===== src/img3v_pkg.sv =====
`timescale 1ns / 1ps
// ----------------------------------------------------------------------------
// img3v_pkg
// Shared types and constants for the IMG3 image header validator.
// ----------------------------------------------------------------------------
package img3v_pkg;

   localparam int DEFAULT_LENGTH_WIDTH = 33;
   localparam int ROOT_LEN             = 20;
   localparam int TAG_HDR_LEN          = 12;
   localparam int RSP_DATA_W           = 152;

   localparam logic [7:0] MAGIC_BYTES [4] = '{8'h33, 8'h67, 8'h6D, 8'h49};

   typedef enum logic [3:0] {
      ST_OK        = 4'd0,
      ST_SHORT     = 4'd1,
      ST_MAGIC     = 4'd2,
      ST_BODY      = 4'd3,
      ST_SIGAREA   = 4'd4,
      ST_FULLSIZE  = 4'd5,
      ST_TAGHDR    = 4'd6,
      ST_TAGSIZE   = 4'd7,
      ST_TAGPAST   = 4'd8,
      ST_CHAINEND  = 4'd9,
      ST_SHORTREAD = 4'd10
   } status_type;

   typedef enum logic [1:0] {
      SETTLE_ARM,
      SETTLE_END,
      SETTLE_TAGHDR,
      SETTLE_CHAINEND
   } settle_type;

endpackage


===== src/img3_image_validator_top.sv =====
`timescale 1ns / 1ps
// ----------------------------------------------------------------------------
// img3_image_validator_top
// Checks the root header and tag chain of an IMG3 image streamed one byte per
// request, and returns one status response on the byte that carries tlast.
// rsp_tvalid is registered: the last byte passes the input register, then the
// response register. Throughput: one byte per cycle, set by the single pass
// of the header and tag check logic between the two registers; a last byte
// waits in the input register while a response is held.
// Reset (synchronous, active high) clears the stream state, both register
// stages and image_length.
// ----------------------------------------------------------------------------
module img3_image_validator_top
   import img3v_pkg::*;
#(
   parameter int LENGTH_WIDTH = DEFAULT_LENGTH_WIDTH
) (
   input  logic                    clock,
   input  logic                    reset,
   input  logic                    req_tvalid,
   output logic                    req_tready,
   input  logic [7:0]              req_tdata,   // [7:0] data_byte
   input  logic                    req_tlast,   // last_byte
   output logic                    rsp_tvalid,
   input  logic                    rsp_tready,
   // [3:0] status, [35:4] ident_word, [67:36] full_size, [99:68] body_size,
   // [131:100] signed_area, [147:132] tag_count, [151:148] zero
   output logic [RSP_DATA_W-1:0]   rsp_tdata,
   input  logic                    csr_we,
   input  logic [LENGTH_WIDTH-1:0] csr_wdata
);

   localparam int LW    = LENGTH_WIDTH;
   localparam int CMP_W = ((LW > 33) ? LW : 33) + 1;
   localparam logic [LW-1:0] OFFSET_MAX = {LW{1'b1}};

   logic [LW-1:0]    image_length_ff;
   logic             in_valid_ff;
   logic [7:0]       in_byte_ff;
   logic             in_last_ff;

   logic [LW-1:0]    byte_offset_ff,    byte_offset_in;
   logic [LW-1:0]    next_tag_start_ff, next_tag_start_in;
   logic [31:0]      full_ff,           full_in;
   logic [31:0]      body_ff,           body_in;
   logic [31:0]      sig_ff,            sig_in;
   logic [31:0]      ident_ff,          ident_in;
   logic [3:0]       tag_index_ff,      tag_index_in;
   logic [31:0]      tag_total_ff,      tag_total_in;
   logic [31:0]      tag_data_ff,       tag_data_in;
   status_type       first_error_ff,    first_error_in;
   logic [15:0]      tags_seen_ff,      tags_seen_in;
   logic             in_tag_hdr_ff,     in_tag_hdr_in;

   logic             rsp_valid_ff;
   logic [RSP_DATA_W-1:0] rsp_data_ff;
   status_type       status_in;
   logic             advance;

   function automatic settle_type settle_f(input logic [CMP_W-1:0] pos,
                                           input logic [CMP_W-1:0] end_pos,
                                           input logic [CMP_W-1:0] lenv);
      settle_type r;
      if (pos < end_pos) begin
         if (pos + CMP_W'(TAG_HDR_LEN) > lenv) r = SETTLE_TAGHDR;
         else r = SETTLE_ARM;
      end else begin
         if (pos != end_pos) r = SETTLE_CHAINEND;
         else r = SETTLE_END;
      end
      return r;
   endfunction

   assign advance    = in_valid_ff && (!in_last_ff || !rsp_valid_ff || rsp_tready);
   assign req_tready = !in_valid_ff || advance;
   assign rsp_tvalid = rsp_valid_ff;
   assign rsp_tdata  = rsp_data_ff;

   always_comb begin
      logic [LW-1:0]    idx;
      logic [CMP_W-1:0] lenv;
      logic [CMP_W-1:0] end_pos;
      logic [CMP_W-1:0] pos;
      logic [4:0]       k;
      logic [3:0]       j;
      settle_type       st;

      idx     = byte_offset_ff;
      lenv    = CMP_W'(image_length_ff);
      byte_offset_in    = byte_offset_ff;
      next_tag_start_in = next_tag_start_ff;
      full_in           = full_ff;
      body_in           = body_ff;
      sig_in            = sig_ff;
      ident_in          = ident_ff;
      tag_index_in      = tag_index_ff;
      tag_total_in      = tag_total_ff;
      tag_data_in       = tag_data_ff;
      first_error_in    = first_error_ff;
      tags_seen_in      = tags_seen_ff;
      in_tag_hdr_in     = in_tag_hdr_ff;
      k       = idx[4:0];
      j       = tag_index_ff;
      pos     = '0;
      st      = SETTLE_END;
      end_pos = CMP_W'(body_ff) + CMP_W'(ROOT_LEN);

      if (first_error_in == ST_OK && lenv < CMP_W'(ROOT_LEN)) begin
         first_error_in = ST_SHORT;
         in_tag_hdr_in  = 1'b0;
      end

      if (idx < image_length_ff) begin
         if (idx < LW'(ROOT_LEN)) begin
            unique case (k[4:2])
               3'd0: begin
                  if (first_error_in == ST_OK && in_byte_ff != MAGIC_BYTES[k[1:0]]) begin
                     first_error_in = ST_MAGIC;
                     in_tag_hdr_in  = 1'b0;
                  end
               end
               3'd1: full_in[8*k[1:0] +: 8]  = in_byte_ff;
               3'd2: body_in[8*k[1:0] +: 8]  = in_byte_ff;
               3'd3: sig_in[8*k[1:0] +: 8]   = in_byte_ff;
               3'd4: ident_in[8*k[1:0] +: 8] = in_byte_ff;
               default: ;
            endcase
            if (k == 5'd19 && first_error_in == ST_OK) begin
               priority if (end_pos > lenv) begin
                  first_error_in = ST_BODY;
                  in_tag_hdr_in  = 1'b0;
               end else if (sig_ff > body_ff) begin
                  first_error_in = ST_SIGAREA;
                  in_tag_hdr_in  = 1'b0;
               end else if (end_pos > CMP_W'(full_ff)) begin
                  first_error_in = ST_FULLSIZE;
                  in_tag_hdr_in  = 1'b0;
               end else begin
                  pos = CMP_W'(ROOT_LEN);
                  st  = settle_f(pos, end_pos, lenv);
                  unique case (st)
                     SETTLE_ARM: begin
                        next_tag_start_in = pos[LW-1:0];
                        tag_index_in      = '0;
                        in_tag_hdr_in     = 1'b1;
                     end
                     SETTLE_END: in_tag_hdr_in = 1'b0;
                     SETTLE_TAGHDR: begin
                        first_error_in = ST_TAGHDR;
                        in_tag_hdr_in  = 1'b0;
                     end
                     SETTLE_CHAINEND: begin
                        first_error_in = ST_CHAINEND;
                        in_tag_hdr_in  = 1'b0;
                     end
                     default: ;
                  endcase
               end
            end
         end else if (first_error_in == ST_OK && in_tag_hdr_ff &&
                      idx == next_tag_start_ff + LW'(tag_index_ff)) begin
            if (j == 4'd0) begin
               tag_total_in = '0;
               tag_data_in  = '0;
            end
            unique case (j[3:2])
               2'd1:    tag_total_in[8*j[1:0] +: 8] = in_byte_ff;
               2'd2:    tag_data_in[8*j[1:0] +: 8]  = in_byte_ff;
               default: ;
            endcase
            if (j >= 4'd11) begin
               if (tags_seen_ff != 16'hFFFF) tags_seen_in = tags_seen_ff + 16'd1;
               pos = CMP_W'(next_tag_start_ff) + CMP_W'(tag_total_in);
               priority if (CMP_W'(tag_total_in) <
                            CMP_W'(tag_data_in) + CMP_W'(TAG_HDR_LEN)) begin
                  first_error_in = ST_TAGSIZE;
                  in_tag_hdr_in  = 1'b0;
               end else if (pos > lenv) begin
                  first_error_in = ST_TAGPAST;
                  in_tag_hdr_in  = 1'b0;
               end else begin
                  st = settle_f(pos, end_pos, lenv);
                  unique case (st)
                     SETTLE_ARM: begin
                        next_tag_start_in = pos[LW-1:0];
                        tag_index_in      = '0;
                        in_tag_hdr_in     = 1'b1;
                     end
                     SETTLE_END: in_tag_hdr_in = 1'b0;
                     SETTLE_TAGHDR: begin
                        first_error_in = ST_TAGHDR;
                        in_tag_hdr_in  = 1'b0;
                     end
                     SETTLE_CHAINEND: begin
                        first_error_in = ST_CHAINEND;
                        in_tag_hdr_in  = 1'b0;
                     end
                     default: ;
                  endcase
               end
            end else begin
               tag_index_in = j + 4'd1;
            end
         end
      end

      if (byte_offset_ff != OFFSET_MAX) byte_offset_in = byte_offset_ff + LW'(1);

      status_in = first_error_in;
      if (status_in == ST_OK) begin
         if ((CMP_W'(idx) + CMP_W'(1) < lenv) || in_tag_hdr_in || idx < LW'(19))
            status_in = ST_SHORTREAD;
      end
   end

   always_ff @(posedge clock) begin
      if (req_tvalid && req_tready) begin
         in_byte_ff <= req_tdata;
         in_last_ff <= req_tlast;
      end
      if (advance && in_last_ff) begin
         rsp_data_ff <= {4'b0000, tags_seen_in, sig_in, body_in, full_in, ident_in,
                         status_in};
      end
      if (reset) begin
         image_length_ff   <= '0;
         in_valid_ff       <= 1'b0;
         rsp_valid_ff      <= 1'b0;
         byte_offset_ff    <= '0;
         next_tag_start_ff <= LW'(ROOT_LEN);
         full_ff           <= '0;
         body_ff           <= '0;
         sig_ff            <= '0;
         ident_ff          <= '0;
         tag_index_ff      <= '0;
         tag_total_ff      <= '0;
         tag_data_ff       <= '0;
         first_error_ff    <= ST_OK;
         tags_seen_ff      <= '0;
         in_tag_hdr_ff     <= 1'b0;
      end else begin
         if (csr_we) image_length_ff <= csr_wdata;

         if (req_tvalid && req_tready) in_valid_ff <= 1'b1;
         else if (advance) in_valid_ff <= 1'b0;

         if (advance && in_last_ff) rsp_valid_ff <= 1'b1;
         else if (rsp_tready) rsp_valid_ff <= 1'b0;

         if (advance) begin
            if (in_last_ff) begin
               byte_offset_ff    <= '0;
               next_tag_start_ff <= LW'(ROOT_LEN);
               full_ff           <= '0;
               body_ff           <= '0;
               sig_ff            <= '0;
               ident_ff          <= '0;
               tag_index_ff      <= '0;
               tag_total_ff      <= '0;
               tag_data_ff       <= '0;
               first_error_ff    <= ST_OK;
               tags_seen_ff      <= '0;
               in_tag_hdr_ff     <= 1'b0;
            end else begin
               byte_offset_ff    <= byte_offset_in;
               next_tag_start_ff <= next_tag_start_in;
               full_ff           <= full_in;
               body_ff           <= body_in;
               sig_ff            <= sig_in;
               ident_ff          <= ident_in;
               tag_index_ff      <= tag_index_in;
               tag_total_ff      <= tag_total_in;
               tag_data_ff       <= tag_data_in;
               first_error_ff    <= first_error_in;
               tags_seen_ff      <= tags_seen_in;
               in_tag_hdr_ff     <= in_tag_hdr_in;
            end
         end
      end
   end

   a_clear_after_last: assert property (@(posedge clock) disable iff (reset)
      (advance && in_last_ff) |=> (byte_offset_ff == '0 && first_error_ff == ST_OK &&
                                   tags_seen_ff == '0 && !in_tag_hdr_ff))
      else $error("stream state not cleared after last byte");

   a_tag_index_range: assert property (@(posedge clock) disable iff (reset)
      in_tag_hdr_ff |-> (tag_index_ff <= 4'd11 && first_error_ff == ST_OK))
      else $error("tag header walk out of range");

   a_error_sticky: assert property (@(posedge clock) disable iff (reset)
      (first_error_ff != ST_OK && !(advance && in_last_ff))
         |=> (first_error_ff == $past(first_error_ff)))
      else $error("first error overwritten");

   a_rsp_status_range: assert property (@(posedge clock) disable iff (reset)
      rsp_valid_ff |-> (rsp_data_ff[3:0] <= ST_SHORTREAD))
      else $error("response status code out of range");

endmodule

===== config.mk =====
export PLATFORM = sky130hd
export DESIGN_NAME = img3_image_validator_top
export DESIGN_NICKNAME = d
export VERILOG_FILES = /design/src/img3v_pkg.sv /design/src/img3_image_validator_top.sv
export SDC_FILE = /design/constraint.sdc
export NUM_CORES = 2
export LEC_CHECK = 0
export BUFFER_PORTS_ARGS = -buffer_cell sky130_fd_sc_hd__buf_2
export CAP_MARGIN = 20
export CELL_PAD_IN_SITES_DETAIL_PLACEMENT = 0
export CELL_PAD_IN_SITES_GLOBAL_PLACEMENT = 2
export CORE_MARGIN = 1
export CORE_UTILIZATION = 25
export CTS_BUF_LIST = sky130_fd_sc_hd__clkbuf_8
export CTS_CLUSTER_SIZE = 10
export DETAILED_ROUTE_END_ITERATION = 16
export PLACE_DENSITY_LB_ADDON = 0.15
export RECOVER_POWER = 50
export REMOVE_ABC_BUFFERS = 1
export SLEW_MARGIN = 20
export SYNTH_ARGS = -nofsm -noshare
export SYNTH_HDL_FRONTEND = slang
export SYNTH_SLANG_ARGS = --single-unit

===== constraint.sdc =====
create_clock -name clock -period 24.5 [get_ports clock]
set_input_delay 1.225 -clock clock [delete_from_list [all_inputs] [get_ports clock]]
set_output_delay 1.225 -clock clock [all_outputs]
set_load 0.005 [all_outputs]

==> results_dict.tcl <==
set metrics [dict create \
    p_int_mw 1.32 \
    cp-start-kind "flip-flop" \
    wl_per_cell_um 23.4 \
    seq_power_share_pct 46.0 \
    hold_viol 0 \
    met2_wirelength_um 66600 \
    synth_top_area_cell "dfxtp_1" \
    syn_area_per_cell_um2 8.60 \
    clk_pin_slew_ns 0.06 \
    die_w_um 365 \
    final_common_cell "nor2_1" \
    p_per_area_mw_per_mm2 48.8 \
    status "complete, but fails checks" \
    fin_skew_ns 0.0539 \
    cts.sinks 475 \
    post_cts_buffers 0 \
    viasPerCell 5.02 \
    clock_path_buffers 3 \
    place_area_mm2 0.0355 \
    fmax_ghz 0.0992 \
    place.port_buffers 196 \
    arrival_ns 10.43 \
    synth_edf_count 157 \
    min_path_cells 2 \
    placedCellCount 5596 \
    setup_violations 0 \
    gp_congestion 0.862 \
    layout_setup_ws_ns 14.41 \
    p_comb_share_pct 6.7 \
    drive_gt1_share_pct 8.56 \
    slew_violations 335 \
    first_pass_iters 5 \
    grt_overflow 0 \
    hold_end "tag_data_ff[1]$_SDFFE_PP0P_" \
    fin_tns_setup_ns 0 \
    yosys_warnings 0 \
    path_buf_inv 3 \
    yosysTopAreaCellShare_pct 19.4 \
    dr.max_layer_used "met5" \
    p_leak_nw 14.6 \
    synth_seq_cells 475 \
    relSlewSlack_pct -135 \
    multiInputGateArea_mm2 0.0202 \
    async_flop_share_pct 0 \
    numCtsBuffers 95 \
    route.met3.wl_um 3750 \
    rsz0062_at_grt "false" \
    final_util_pct 28.7 \
    p_clk_share_pct 47.4 \
    worst_pin_slew_ns 3.53 \
    core_mm2 0.130 \
    ff2ff_path_depth 7 \
    timing.rr.end "rsp_tdata[58]$_DFFE_PP_" \
    path_max_fanout 59 \
    area_delta_synth_final_pct 13.5 \
    path_common_cell "clkbuf_1" \
    min_path_type "reg -> reg" \
    drc 0 \
    row_count 132 \
    r2r_start "in_last_ff$_DFFE_PP_" \
    period_share_pct 41.2 \
    htreeDepth 3 \
    wl_met1_um 60900 \
    vdd_drop_max_uv 36.8 \
    p_switching_mw 0.502 \
    cp_cell_sequence "nand2_1 -> nand2_1 -> nor2_1 -> nor2_4 -> clkbuf_1 -> clkbuf_1 -> clkbuf_1" \
    synth_cell_types 115 \
    grt.total_usage_pct 20.1 \
    final_cell_mix "427 x nor2_1, 346 x ha_1, 330 x nand2_1" \
    wirelength_um 135000 \
    postSynthCellCount 3822 \
    fp.dieH_um 365 \
    grt_pass1_vias 28760 \
    end_kind "flip-flop" \
    post-dp-hpwl_um 101000 \
    finalCriticalPeriod_ns 10.09 \
    synth-seq-area-share_pct 33.7 \
    preCtsSetupSlack_ns 15.50 \
    syn-cell-area_mm2 0.0329 \
    initial_core_util_pct 25.3 \
    fillers 14137 \
    required_ns 24.85 \
    crit_type "reg -> reg" \
    cts_root_buf "clkbuf_8" \
    critPathTopFamily "buffers and inverters" \
    violations "capacitance limit, slew limit" \
    nets 4346 \
    clk_latency_ns 0.82 \
    drt_iter0_markers 1702 \
    ios 201 \
    synthTopCellsByArea "dfxtp_1 19%, edfxtp_1 14%, ha_1 13%" \
    cts_hold_buf 0 \
    seq_area_mm2 0.0111 \
    antenna_found_initial 8 \
    drtAntennaViolNets 0 \
    fin_cells 5780 \
    synth_top_flop_cell "dfxtp_1" \
    crit_slowest_cell "clkbuf_1" \
    critical-path-max-stage-delay_ns 2.40 \
    grt_pass1_wl_um 198000 \
    cts_resized 0 \
    swShare_pct 27.6 \
    hp-start "tag_data_ff[1]$_SDFFE_PP0P_" \
    via_count 28998 \
    die_area_mm2 0.133 \
    rrSetupSlack_ns 14.41 \
    grt_max_degree 105 \
    drv_cap 7 \
    final_area_mm2 0.0373 \
    cts_tree "yes" \
]
[cells by family after synthesis]
group	Yosys count	share of synthesized area [%]
flip-flops	475	33.7
AND/OR/NAND/NOR	1333	20.0
buffers and inverters	396	4.94
multiplexers	73	2.25
other	1	0.0114
XOR/XNOR	195	5.22
AO/OA/AOI/OAI	1001	20.6
adder cells (fa/ha/maj)	348	13.3
[how the worst max path moves through the flow]
stage	start	to	slack [ns]	depth (start not counted)
finish	in_last_ff$_DFFE_PP_	rsp_tdata[58]$_DFFE_PP_	14.41	7
detailed placement	tag_index_ff[0]$_SDFFE_PP0P_	next_tag_start_ff[7]$_SDFFE_PP0P_	15.50	29
global route	in_last_ff$_DFFE_PP_	rsp_tdata[58]$_DFFE_PP_	13.26	7
CTS	tag_index_ff[0]$_SDFFE_PP0P_	next_tag_start_ff[7]$_SDFFE_PP0P_	15.47	27
global placement	tag_index_ff[0]$_SDFFE_PP0P_	next_tag_start_ff[7]$_SDFFE_PP0P_	15.64	29
floorplan	rsp_tready	rsp_tdata[0]$_DFFE_PP_	6.05	5
[power groups by stage]
stage          sequential, mW  combinational, mW  clock, mW
3_5_place_dp            0.852              0.125          0
6_report                0.836              0.121      0.862
3_3_place_gp            0.852              0.126          0
2_1_floorplan           0.856             0.0523          0
5_1_grt                 0.838              0.132      0.931
4_1_cts                 0.836              0.126      0.898
[through the flow]
stage | total power, mW | hold WS [ns]
detailed placement | 0.977 | 0.453
global route | 1.90 | 0.485
floorplan | 0.908 | 0.426
global placement | 0.978 | 0.456
CTS | 1.86 | 0.461
finish | 1.82 | 0.461
[cell type report]
class	instances	area share (%)
Multi-Input combinational cell	2954	54.2
Sequential cell	475	29.7
Antenna cell	6	0.0403
Clock buffer	107	3.95
Inverter	182	1.83
Timing Repair Buffer	243	3.20
Tap cell	1742	5.84
Clock inverter	71	1.26
[routing by layer]
layer,global-route usage [%],vias to the layer above
li1,-,14323
met3,2.61,179
met4,6.35,6
met5,0,-
met2,34.9,502
met1,25.7,13988
[tightest hold or removal path, stage by stage, from the launching register on]
cell and delay, ns:
dfxtp_1 0.31, nand2_1 0.05, a21oi_1 0.05
[Yosys cell counts (14+ instances only)]
cell / instances
nor2_1: 428
ha_1: 346
nand2_1: 330
dfxtp_1: 318
o21ai_0: 243
a22oi_1: 216
a21oi_1: 180
inv_1: 180
clkbuf_1: 170
edfxtp_1: 157
xnor2_1: 128
nand3_1: 125
a21o_1: 88
nand4_1: 84
mux2i_1: 67
xor2_1: 66
nor3_1: 62
a22o_1: 53
nor4_1: 50
and3_1: 46
and2_1: 41
nand2b_1: 27
or3_1: 24
a211oi_1: 21
o211ai_1: 21
nor2b_1: 18
o21a_1: 17
buf_2: 16
a31oi_1: 14
and4_1: 14
buf_4: 14
o21ai_1: 14
[state kept, by name, summed over array words and instances (netlist names), 8 cells and up]
register and flops:
body_ff 32, byte_offset_ff 33, full_ff 32, ident_ff 32, image_length_ff 33, in_byte_ff 8, next_tag_start_ff 33, rsp_tdata 148
sig_ff 32, tag_data_ff 32, tag_total_ff 32, tags_seen_ff 16
Note: power is estimated with default switching activity, not from simulation.
